===== src/rtl/rvm_pkg.sv =====
`timescale 1ns / 1ps
`default_nettype none

package rvm_pkg;

    localparam int RES_W     = 24;
    localparam int SQ_W      = 48;
    localparam int BSUM_W    = 60;
    localparam int FILL_W    = 13;
    localparam int DEN_W     = 37;
    localparam int DIV_W     = 68;
    localparam int ROOT_W    = 54;
    localparam int SOP_W     = 108;
    localparam int SREM_W    = 58;
    localparam int RMS_W     = 27;
    localparam int RSQ_W     = 54;
    localparam int S1_W      = 37;
    localparam int S2_W      = 64;
    localparam int TALLY_W   = 11;
    localparam int A_W       = 75;
    localparam int B_W       = 74;
    localparam int VAR_W     = 32;
    localparam int CNT_W     = 7;

    localparam int DIV_STEPS  = 68;
    localparam int SQRT_STEPS = 54;

    localparam logic [FILL_W-1:0] SIZE_RESET = FILL_W'(64);
    localparam logic [FILL_W-1:0] SIZE_MAX   = FILL_W'(4096);
    localparam logic [RMS_W-1:0]  RMS_MAX    = '1;

    localparam logic [1:0] SEL_A = 2'd0;
    localparam logic [1:0] SEL_B = 2'd1;
    localparam logic [1:0] SEL_C = 2'd2;

    localparam logic SRC_BLOCK = 1'b0;
    localparam logic SRC_STAT  = 1'b1;

    typedef struct packed {
        logic       cap;
        logic       sq_en;
        logic [1:0] sq_sel;
        logic       acc_en;
        logic       fill_inc;
        logic       div_ld;
        logic       div_src;
        logic       div_step;
        logic       sqrt_ld;
        logic       sqrt_src;
        logic       sqrt_step;
        logic       rms_ld;
        logic       rsq_ld;
        logic       stat_acc;
        logic       vmul_lo;
        logic       vmul_hi;
        logic       var_zero;
        logic       var_quot;
        logic       res_ld;
    } t_cmd;

    typedef struct packed {
        logic fill_ge;
        logic fill_nz;
        logic final_item;
        logic s1_zero;
        logic b_gt_a;
        logic out_busy;
    } t_sts;

endpackage

`default_nettype wire


===== src/rtl/rvm_ctrl.sv =====
`timescale 1ns / 1ps
`default_nettype none

module rvm_ctrl (
    input  logic           i_clk,
    input  logic           i_rst_n,
    input  logic           i_in_valid,
    output logic           o_in_ready,
    input  rvm_pkg::t_sts  i_sts,
    output rvm_pkg::t_cmd  o_cmd
);
    import rvm_pkg::*;

    localparam logic [4:0] S_IDLE = 5'd0;
    localparam logic [4:0] S_MUL0 = 5'd1;
    localparam logic [4:0] S_MUL1 = 5'd2;
    localparam logic [4:0] S_MUL2 = 5'd3;
    localparam logic [4:0] S_ADD  = 5'd4;
    localparam logic [4:0] S_CHK  = 5'd5;
    localparam logic [4:0] S_BDIV = 5'd6;
    localparam logic [4:0] S_BSQL = 5'd7;
    localparam logic [4:0] S_BSQ  = 5'd8;
    localparam logic [4:0] S_RMS  = 5'd9;
    localparam logic [4:0] S_RSQ  = 5'd10;
    localparam logic [4:0] S_ACC  = 5'd11;
    localparam logic [4:0] S_FIN  = 5'd12;
    localparam logic [4:0] S_VHI  = 5'd13;
    localparam logic [4:0] S_VCHK = 5'd14;
    localparam logic [4:0] S_VSQ  = 5'd15;
    localparam logic [4:0] S_VDL  = 5'd16;
    localparam logic [4:0] S_VDIV = 5'd17;
    localparam logic [4:0] S_VSAT = 5'd18;
    localparam logic [4:0] S_OUTW = 5'd19;

    localparam logic [CNT_W-1:0] DIV_LAST  = CNT_W'(DIV_STEPS - 1);
    localparam logic [CNT_W-1:0] SQRT_LAST = CNT_W'(SQRT_STEPS - 1);

    logic [4:0]       r_state, n_state;
    logic [CNT_W-1:0] r_cnt, n_cnt;

    always_comb begin
        n_state    = r_state;
        n_cnt      = r_cnt + CNT_W'(1);
        o_cmd      = '0;
        o_in_ready = 1'b0;
        case (r_state)
            S_IDLE: begin
                o_in_ready = 1'b1;
                if (i_in_valid) begin
                    o_cmd.cap = 1'b1;
                    n_state   = S_MUL0;
                end
            end
            S_MUL0: begin
                o_cmd.sq_en  = 1'b1;
                o_cmd.sq_sel = SEL_A;
                n_state      = S_MUL1;
            end
            S_MUL1: begin
                o_cmd.sq_en  = 1'b1;
                o_cmd.sq_sel = SEL_B;
                o_cmd.acc_en = 1'b1;
                n_state      = S_MUL2;
            end
            S_MUL2: begin
                o_cmd.sq_en  = 1'b1;
                o_cmd.sq_sel = SEL_C;
                o_cmd.acc_en = 1'b1;
                n_state      = S_ADD;
            end
            S_ADD: begin
                o_cmd.acc_en   = 1'b1;
                o_cmd.fill_inc = 1'b1;
                n_state        = S_CHK;
            end
            S_CHK: begin
                if (i_sts.fill_ge || (i_sts.final_item && i_sts.fill_nz)) begin
                    o_cmd.div_ld  = 1'b1;
                    o_cmd.div_src = SRC_BLOCK;
                    n_cnt         = '0;
                    n_state       = S_BDIV;
                end else if (i_sts.final_item) begin
                    n_state = S_FIN;
                end else begin
                    n_state = S_IDLE;
                end
            end
            S_BDIV: begin
                o_cmd.div_step = 1'b1;
                if (r_cnt == DIV_LAST) begin
                    n_state = S_BSQL;
                end
            end
            S_BSQL: begin
                o_cmd.sqrt_ld  = 1'b1;
                o_cmd.sqrt_src = SRC_BLOCK;
                n_cnt          = '0;
                n_state        = S_BSQ;
            end
            S_BSQ: begin
                o_cmd.sqrt_step = 1'b1;
                if (r_cnt == SQRT_LAST) begin
                    n_state = S_RMS;
                end
            end
            S_RMS: begin
                o_cmd.rms_ld = 1'b1;
                n_state      = S_RSQ;
            end
            S_RSQ: begin
                o_cmd.rsq_ld = 1'b1;
                n_state      = S_ACC;
            end
            S_ACC: begin
                o_cmd.stat_acc = 1'b1;
                n_state        = i_sts.final_item ? S_FIN : S_IDLE;
            end
            S_FIN: begin
                if (i_sts.s1_zero) begin
                    o_cmd.var_zero = 1'b1;
                    n_state        = S_OUTW;
                end else begin
                    o_cmd.vmul_lo = 1'b1;
                    n_state       = S_VHI;
                end
            end
            S_VHI: begin
                o_cmd.vmul_hi = 1'b1;
                n_state       = S_VCHK;
            end
            S_VCHK: begin
                if (i_sts.b_gt_a) begin
                    o_cmd.var_zero = 1'b1;
                    n_state        = S_OUTW;
                end else begin
                    o_cmd.sqrt_ld  = 1'b1;
                    o_cmd.sqrt_src = SRC_STAT;
                    n_cnt          = '0;
                    n_state        = S_VSQ;
                end
            end
            S_VSQ: begin
                o_cmd.sqrt_step = 1'b1;
                if (r_cnt == SQRT_LAST) begin
                    n_state = S_VDL;
                end
            end
            S_VDL: begin
                o_cmd.div_ld  = 1'b1;
                o_cmd.div_src = SRC_STAT;
                n_cnt         = '0;
                n_state       = S_VDIV;
            end
            S_VDIV: begin
                o_cmd.div_step = 1'b1;
                if (r_cnt == DIV_LAST) begin
                    n_state = S_VSAT;
                end
            end
            S_VSAT: begin
                o_cmd.var_quot = 1'b1;
                n_state        = S_OUTW;
            end
            S_OUTW: begin
                if (!i_sts.out_busy) begin
                    o_cmd.res_ld = 1'b1;
                    n_state      = S_IDLE;
                end
            end
            default: begin
                n_state = S_IDLE;
            end
        endcase
    end

    always_ff @(posedge i_clk) begin
        if (!i_rst_n) begin
            r_state <= S_IDLE;
            r_cnt   <= '0;
        end else begin
            r_state <= n_state;
            r_cnt   <= n_cnt;
        end
    end

endmodule

`default_nettype wire


===== config.mk =====
export PLATFORM = sky130hd
export DESIGN_NAME = rvm_ctrl
export DESIGN_NICKNAME = d
export VERILOG_FILES = /design/src/rtl/rvm_pkg.sv /design/src/rtl/rvm_ctrl.sv
export SDC_FILE = /design/constraint.sdc
export NUM_CORES = 1
export LEC_CHECK = 0
export BUFFER_PORTS_ARGS = -buffer_cell sky130_fd_sc_hd__buf_2
export CAP_MARGIN = 20
export CORE_MARGIN = 1.5
export CORE_UTILIZATION = 50
export DETAILED_ROUTE_END_ITERATION = 12
export PLACE_DENSITY_LB_ADDON = 0.08
export SLEW_MARGIN = 15
export SYNTH_ARGS = -nofsm -noshare
export SYNTH_HDL_FRONTEND = slang
export SYNTH_SLANG_ARGS = --single-unit

===== constraint.sdc =====
create_clock -name i_clk -period 2.8 [get_ports i_clk]
set_input_delay 0.14 -clock i_clk [delete_from_list [all_inputs] [get_ports i_clk]]
set_output_delay 0.14 -clock i_clk [all_outputs]
set_load 0.01 [all_outputs]

### After elaboration in Yosys (flattened, before gate mapping)

Index checks and enable logic that the tools add are counted.

| storage, ports and cells | value |
|---|---|
| input port bits | 9 |
| word-level logic and storage cells | 76 |
| register bits | 12 |

| operators by class | value |
|---|---|
| multiplexer cells | 38 |
| add/subtract/negate cells | 1 |
| equality and inequality tests | 27 |
| reduce and logical (&&, ||, !) cells | 8 |

Operators by type and width:

| kind | count |
|---|---|
| one-hot mux 5 bit (20 select lines) | 1 |
| 2-to-1 mux 5 bit | 9 |
| equality test 5 x 4 -> 1 bit, second input constant | 8 |
| one-hot mux 7 bit (3 select lines) | 1 |
| equality test 5 x 3 -> 1 bit, second input constant | 4 |
| equality test 5 bit, second input constant | 4 |
| 2-to-1 mux 1 bit | 18 |
| 2-to-1 mux 7 bit | 2 |
| inequality test 2 bit, second input constant | 6 |
| equality test 5 x 2 -> 1 bit, second input constant | 2 |
| one-hot mux 3 bit (3 select lines) | 1 |
| one-hot mux 2 bit (2 select lines) | 2 |
| adder 7 x 1 -> 7 bit, second input constant | 1 |
| equality test 7 x 6 -> 1 bit, second input constant | 1 |
| equality test 7 bit, second input constant | 1 |
| AND reduction 6 bit | 1 |
| OR reduction 2 bit | 3 |
| equality test 5 x 1 -> 1 bit, second input constant | 1 |
| zero test 5 bit | 1 |
| 2-to-1 mux 2 bit | 2 |
| 2-to-1 mux 4 bit | 1 |
| OR reduction 3 bit | 1 |
| one-hot mux 1 bit (2 select lines) | 1 |
| logical AND 1 bit | 1 |
| logical OR 1 bit | 1 |

### Depth between registers and ports, before layout

| depth | value |
|---|---|
| word-level depth | 4 |
| depth in mapped cells | 7 |
| depth with buffers taken out | 6 |

### Worst setup path before layout

OpenSTA, ideal clock, no wires.

| path | value |
|---|---|
| kind | reg-to-reg |
| start point | reg r_state[0] |
| end point | reg r_state[4] |
| data arrival time | 1.463 ns |
| period minus slack after synthesis | 1.577 ns |
| setup slack | 1.223 ns |
| stages on the path, launching flop included | 7 |
| cells stage by stage | dfxtp_1 -> buf_6 -> or3_1 -> a21oi_2 -> o41ai_2 -> and4_1 -> o21a_1 |

| on the way | value |
|---|---|
| word-level cells in the longest chain between the ends | 3 |

Ends and longest elaborated chain:

| item | RTL line | text |
|---|---|---|
| from (decl) | rvm_ctrl.sv:38 | `logic [4:0] r_state, n_state;` |
| from (signal assigned) | rvm_ctrl.sv:181 | `r_state <= n_state;` |
| equality test 5 x 4 -> 1 bit, or another cell as far along | rvm_ctrl.sv:46 | `case (r_state)` |
| inequality test 2 bit (no line) | -- |  |
| AND reduction 6 bit (no line) | -- |  |

Parallel ways exist; a longest one is shown, timed or not.
A chain may end at the register's enable or synchronous reset.

### Final worst setup path

| path | value |
|---|---|
| start point | reg r_state[1] |
| end point | reg r_cnt[2] |

| on the way | value |
|---|---|
| word-level cells in the longest chain between the ends | 3 |

Ends and longest elaborated chain:

| item | RTL line | text |
|---|---|---|
| equality test 5 x 3 -> 1 bit or equality test 5 bit (tied branches) | rvm_ctrl.sv:46 |  |
| OR reduction 2 bit (no line) | -- |  |
| one-hot mux 7 bit (3 select lines) * | rvm_ctrl.sv:46 |  |
| to (signal assigned) | rvm_ctrl.sv:182 | `r_cnt <= n_cnt;` |
| to (decl) | rvm_ctrl.sv:39 | `logic [CNT_W-1:0] r_cnt, n_cnt;` |

Every way passes the cells marked *; elsewhere a longest branch is shown, timed or not.

==> reports/summary.md <==
The flow ran to the end, and the final reports show no timing, DRC or antenna violations. The signal on the critical path passes through nand2b_1, nor3_1, a32o_1, o21ai_1, nor2_1. The share of post-route cells with drive strength above 1 is 0.2349, and the routing usage on met3 is 0.05521. Top cell type's share of synthesized area: 0.2270. The run gives 1982 um2 as the placeable core region.

The run gives 0.67 ns as the slack of the worst reg-to-reg path. Dividing the detail-routed wire length by the instance count gives 13.55 um. Leakage power: 0.5501 nW. Across all hold checks on the routed design, the worst slack comes to 0.1927 ns. For this run, design rule violations remaining after detail routing come to 0. The tree built by TritonCTS fans out to 12 sinks. TritonCTS built the clock tree. Relative to the synthesized area, the layout overhead comes to 14.89%.

The final number of max-transition violations was 0. Once detail routing completed, the nets flagged for antenna violations numbered 0. The tools report the met1 capacity usage during global routing as 0.3132. The worst-case IR drop observed on VDD is 0.4320 mV. After clock tree synthesis, the repair step resized 0 gates. The detailed-placement wirelength estimate is 1939 um, and the count of antenna diodes in the layout is 0. The timing-limited maximum frequency was 468.4 MHz.

The total routing usage reported by global routing was 0.2296; the number of buffers added by the clock tree synthesis step was 3. The tools report the initial antenna violation count as 0. Port buffering added 29 buffers.

The critical path is of the flop to flop type. The worst setup path is captured at a flop. The tools report the number of global-route vias before repair as 986. The met2 track utilization from global routing was 0.3721; the synthesized instance count was 143. The run gives 0 as the number of setup violations in the final report.

Clock tree synthesis selected as its root buffer the cell clkbuf_4. In this design, the stage delay of the slowest critical-path cell is 0.82 ns. After synthesis the netlist holds a flip-flop and latch count of 12. The clock-pin transition on the worst setup and hold timing paths is 0.07 ns.

The number of top-level pins is 30, and the number of distinct library cell variants in the gate-level netlist after synthesis is 45. The tools report the H-tree depth as 1. At the pin with the least slew margin, the transition time is 0.8028 ns. In this run the core area contains 16 standard-cell rows. The worst path in the final design needs a cycle of 2.135 ns, including I/O delays and setup. The die outline height came out at 49.01 um.

The floorplan step set the die width to 49.01 um. Entering global routing, the biggest net connects 27 pins. The clock passes through at most 2 buffers.

In the routed layout, each cell is associated on average with a via count of 5.782. For the worst setup path, the data required time is 2.93 ns. The logs give 2.27 ns for the arrival time reported for the critical path endpoint and 0 for the post-cts hold buffer count. For this block, the initial DRC count from the detailed router was 32. The first global-routing pass estimated 4436 um of wire.

Setup repair after global routing left no endpoint under its margin. The number of buffer and inverter stages on the critical path was 0; the die area was 2402 um2. The logs give 0 for the final number of hold-violating endpoints and 154 for the post-synthesis net count. The logs give 0.5341 for the initial cell density of the core and 1,116 for the via count. The run gives 1059 um2 as the cell area after technology mapping.

STA classifies the critical path startpoint as a flop. During synthesis, Yosys emitted a total of 0 warnings. Max-cap violations in this run came to 0.

The tools report the total number of nets in the final design as 178. The register area share after synthesis was 0.2270; the total iterations of the first detailed-routing run was 5. Among cell families on the critical path, the largest total delay comes from flip-flops. On the critical path, the stage with the largest delay is an instance of dfxtp_1. The kind of path behind the tightest hold check was input port to flop. Summed over all layers, the routed wires come to 2616 um.

Sorting the synthesized cells by area gives the leading types as dfxtp_1, nor2_1, mux2i_1. Post-CTS timing repair inserted 0 buffers for setup. The logs give 0.4641 for the tightest slew margin relative to the limit and 0.27 ns for the clock latency at the later pin of the worst-skew pair.

Dominant cell type by area after synthesis: dfxtp_1. The ratio of total power to cell area was 579.5 nW/um2. met2 is the most crowded layer.

The final global-route overflow total was 0. The final period utilization was 0.7624; the clock skew after layout was 0.004446 ns. The average cell area after synthesis is 7.402 um2. Of all nets on the critical path, the largest fanout is 24.

At the end of routability-driven placement, the weighted congestion stood at 0.8473. For the final sum of negative setup slack, the log shows 0 ns.
state kept, by name, indices dropped and copies added, names as in the netlist:
| register | cells |
|---|---|
| r_cnt | 7 |
| r_state | 5 |
synth_stat cells, drive strengths merged:
cell type	count
nor2	23
dfxtp	12
buf	9
nand2	9
nor3	7
o21ai	7
nand2b	6
nand3	6
a21oi	5
nor2b	5
nor4	5
a32o	4
inv	4
mux2i	4
a31oi	3
and3	3
or3	3
xnor2	3
a21o	2
ha	2
o21a	2
o21bai	2
xor2	2
a21boi	1
a221oi	1
a32oi	1
and2	1
and2b	1
and3b	1
and4	1
clkbuf	1
nand4	1
nor3b	1
nor4b	1
o211ai	1
o311a	1
o41ai	1
or2	1
metrics by stage:
step                        util  cells  cell area [um2]  total power [mW]  worst slack (ns)
final                     0.6136    193             1216            0.7047            0.6652
after CTS                 0.6136    193             1216            0.7100            0.7045
after detailed placement  0.5953    189             1180            0.5711            0.7235
after global placement    0.5953    189             1180            0.5619            0.8419
after floorplan                -    143             1059            0.4982             1.223
after global routing      0.6136    193             1216            0.7584            0.5420
routing by layer:
metal / vias to the layer above / wire length (um) / part of all wire
li1: 561 / - / -
met1: 512 / 1254 / 0.48
met2: 43 / 1192 / 0.46
met3: 0 / 169 / 0.065
met4: 0 / 0 / 0
met5: - / 0 / 0
final cells by class:
class                      instances  area, um2
tap                               27      33.78
fill                             175      765.7
timing repair buffer              29      145.1
sequential                        12      240.2
inverter                           4      15.01
multi-input combinational        117      745.7
clock buffer                       4      36.28
power by group:
part / total [mW] / switching, mW / internal (mW)
Sequential: 0.270 / 0.0816 / 0.188
Clock: 0.134 / 0.0553 / 0.0790
Combinational: 0.301 / 0.165 / 0.136
worst reg2reg max path: stages, from the launching register on:
cell and delay [ns]:
dfxtp_1 0.82, nand2b_1 0.31, nor3_1 0.08, a32o_1 0.23
o21ai_1 0.44, nor2_1 0.11
cell usage in the layout, fill, tap and decap left out, drive strengths merged, types with 2 or more instances in the layout:
master / n
a32o: 4
ha: 2
nor2: 23
a21o: 2
mux2i: 4
xnor2: 3
a21oi: 5
o21a: 2
nand2: 9
a31oi: 3
nor2b: 5
or3: 3
and3: 3
dfxtp: 12
nand3: 6
buf: 29
inv: 4
clkbuf: 4
nand2b: 6
nor4: 5
o21bai: 2
xor2: 2
nor3: 7
o21ai: 7
worst paths after layout:
kind,end,depth (start not counted),startpoint
worst max-delay path,r_cnt[2],5,r_state[1]
worst min-delay path,r_state[4],2,i_rst_n
worst max register to register,r_cnt[2],5,r_state[1]
worst min register to register,r_cnt[0],1,r_cnt[0]
cells by family after synthesis:
group,after synthesis,synth area share
buffers and inverters,14,0.06855
xor gates and xnor gates,5,0.04138
and+or+nand+nor,75,0.3700
muxes,4,0.03783
adders and majority gates,2,0.02364
AOI/OAI and AO/OA,31,0.2317
DFF,12,0.2269
Note: power is estimated with default switching activity, not from simulation.
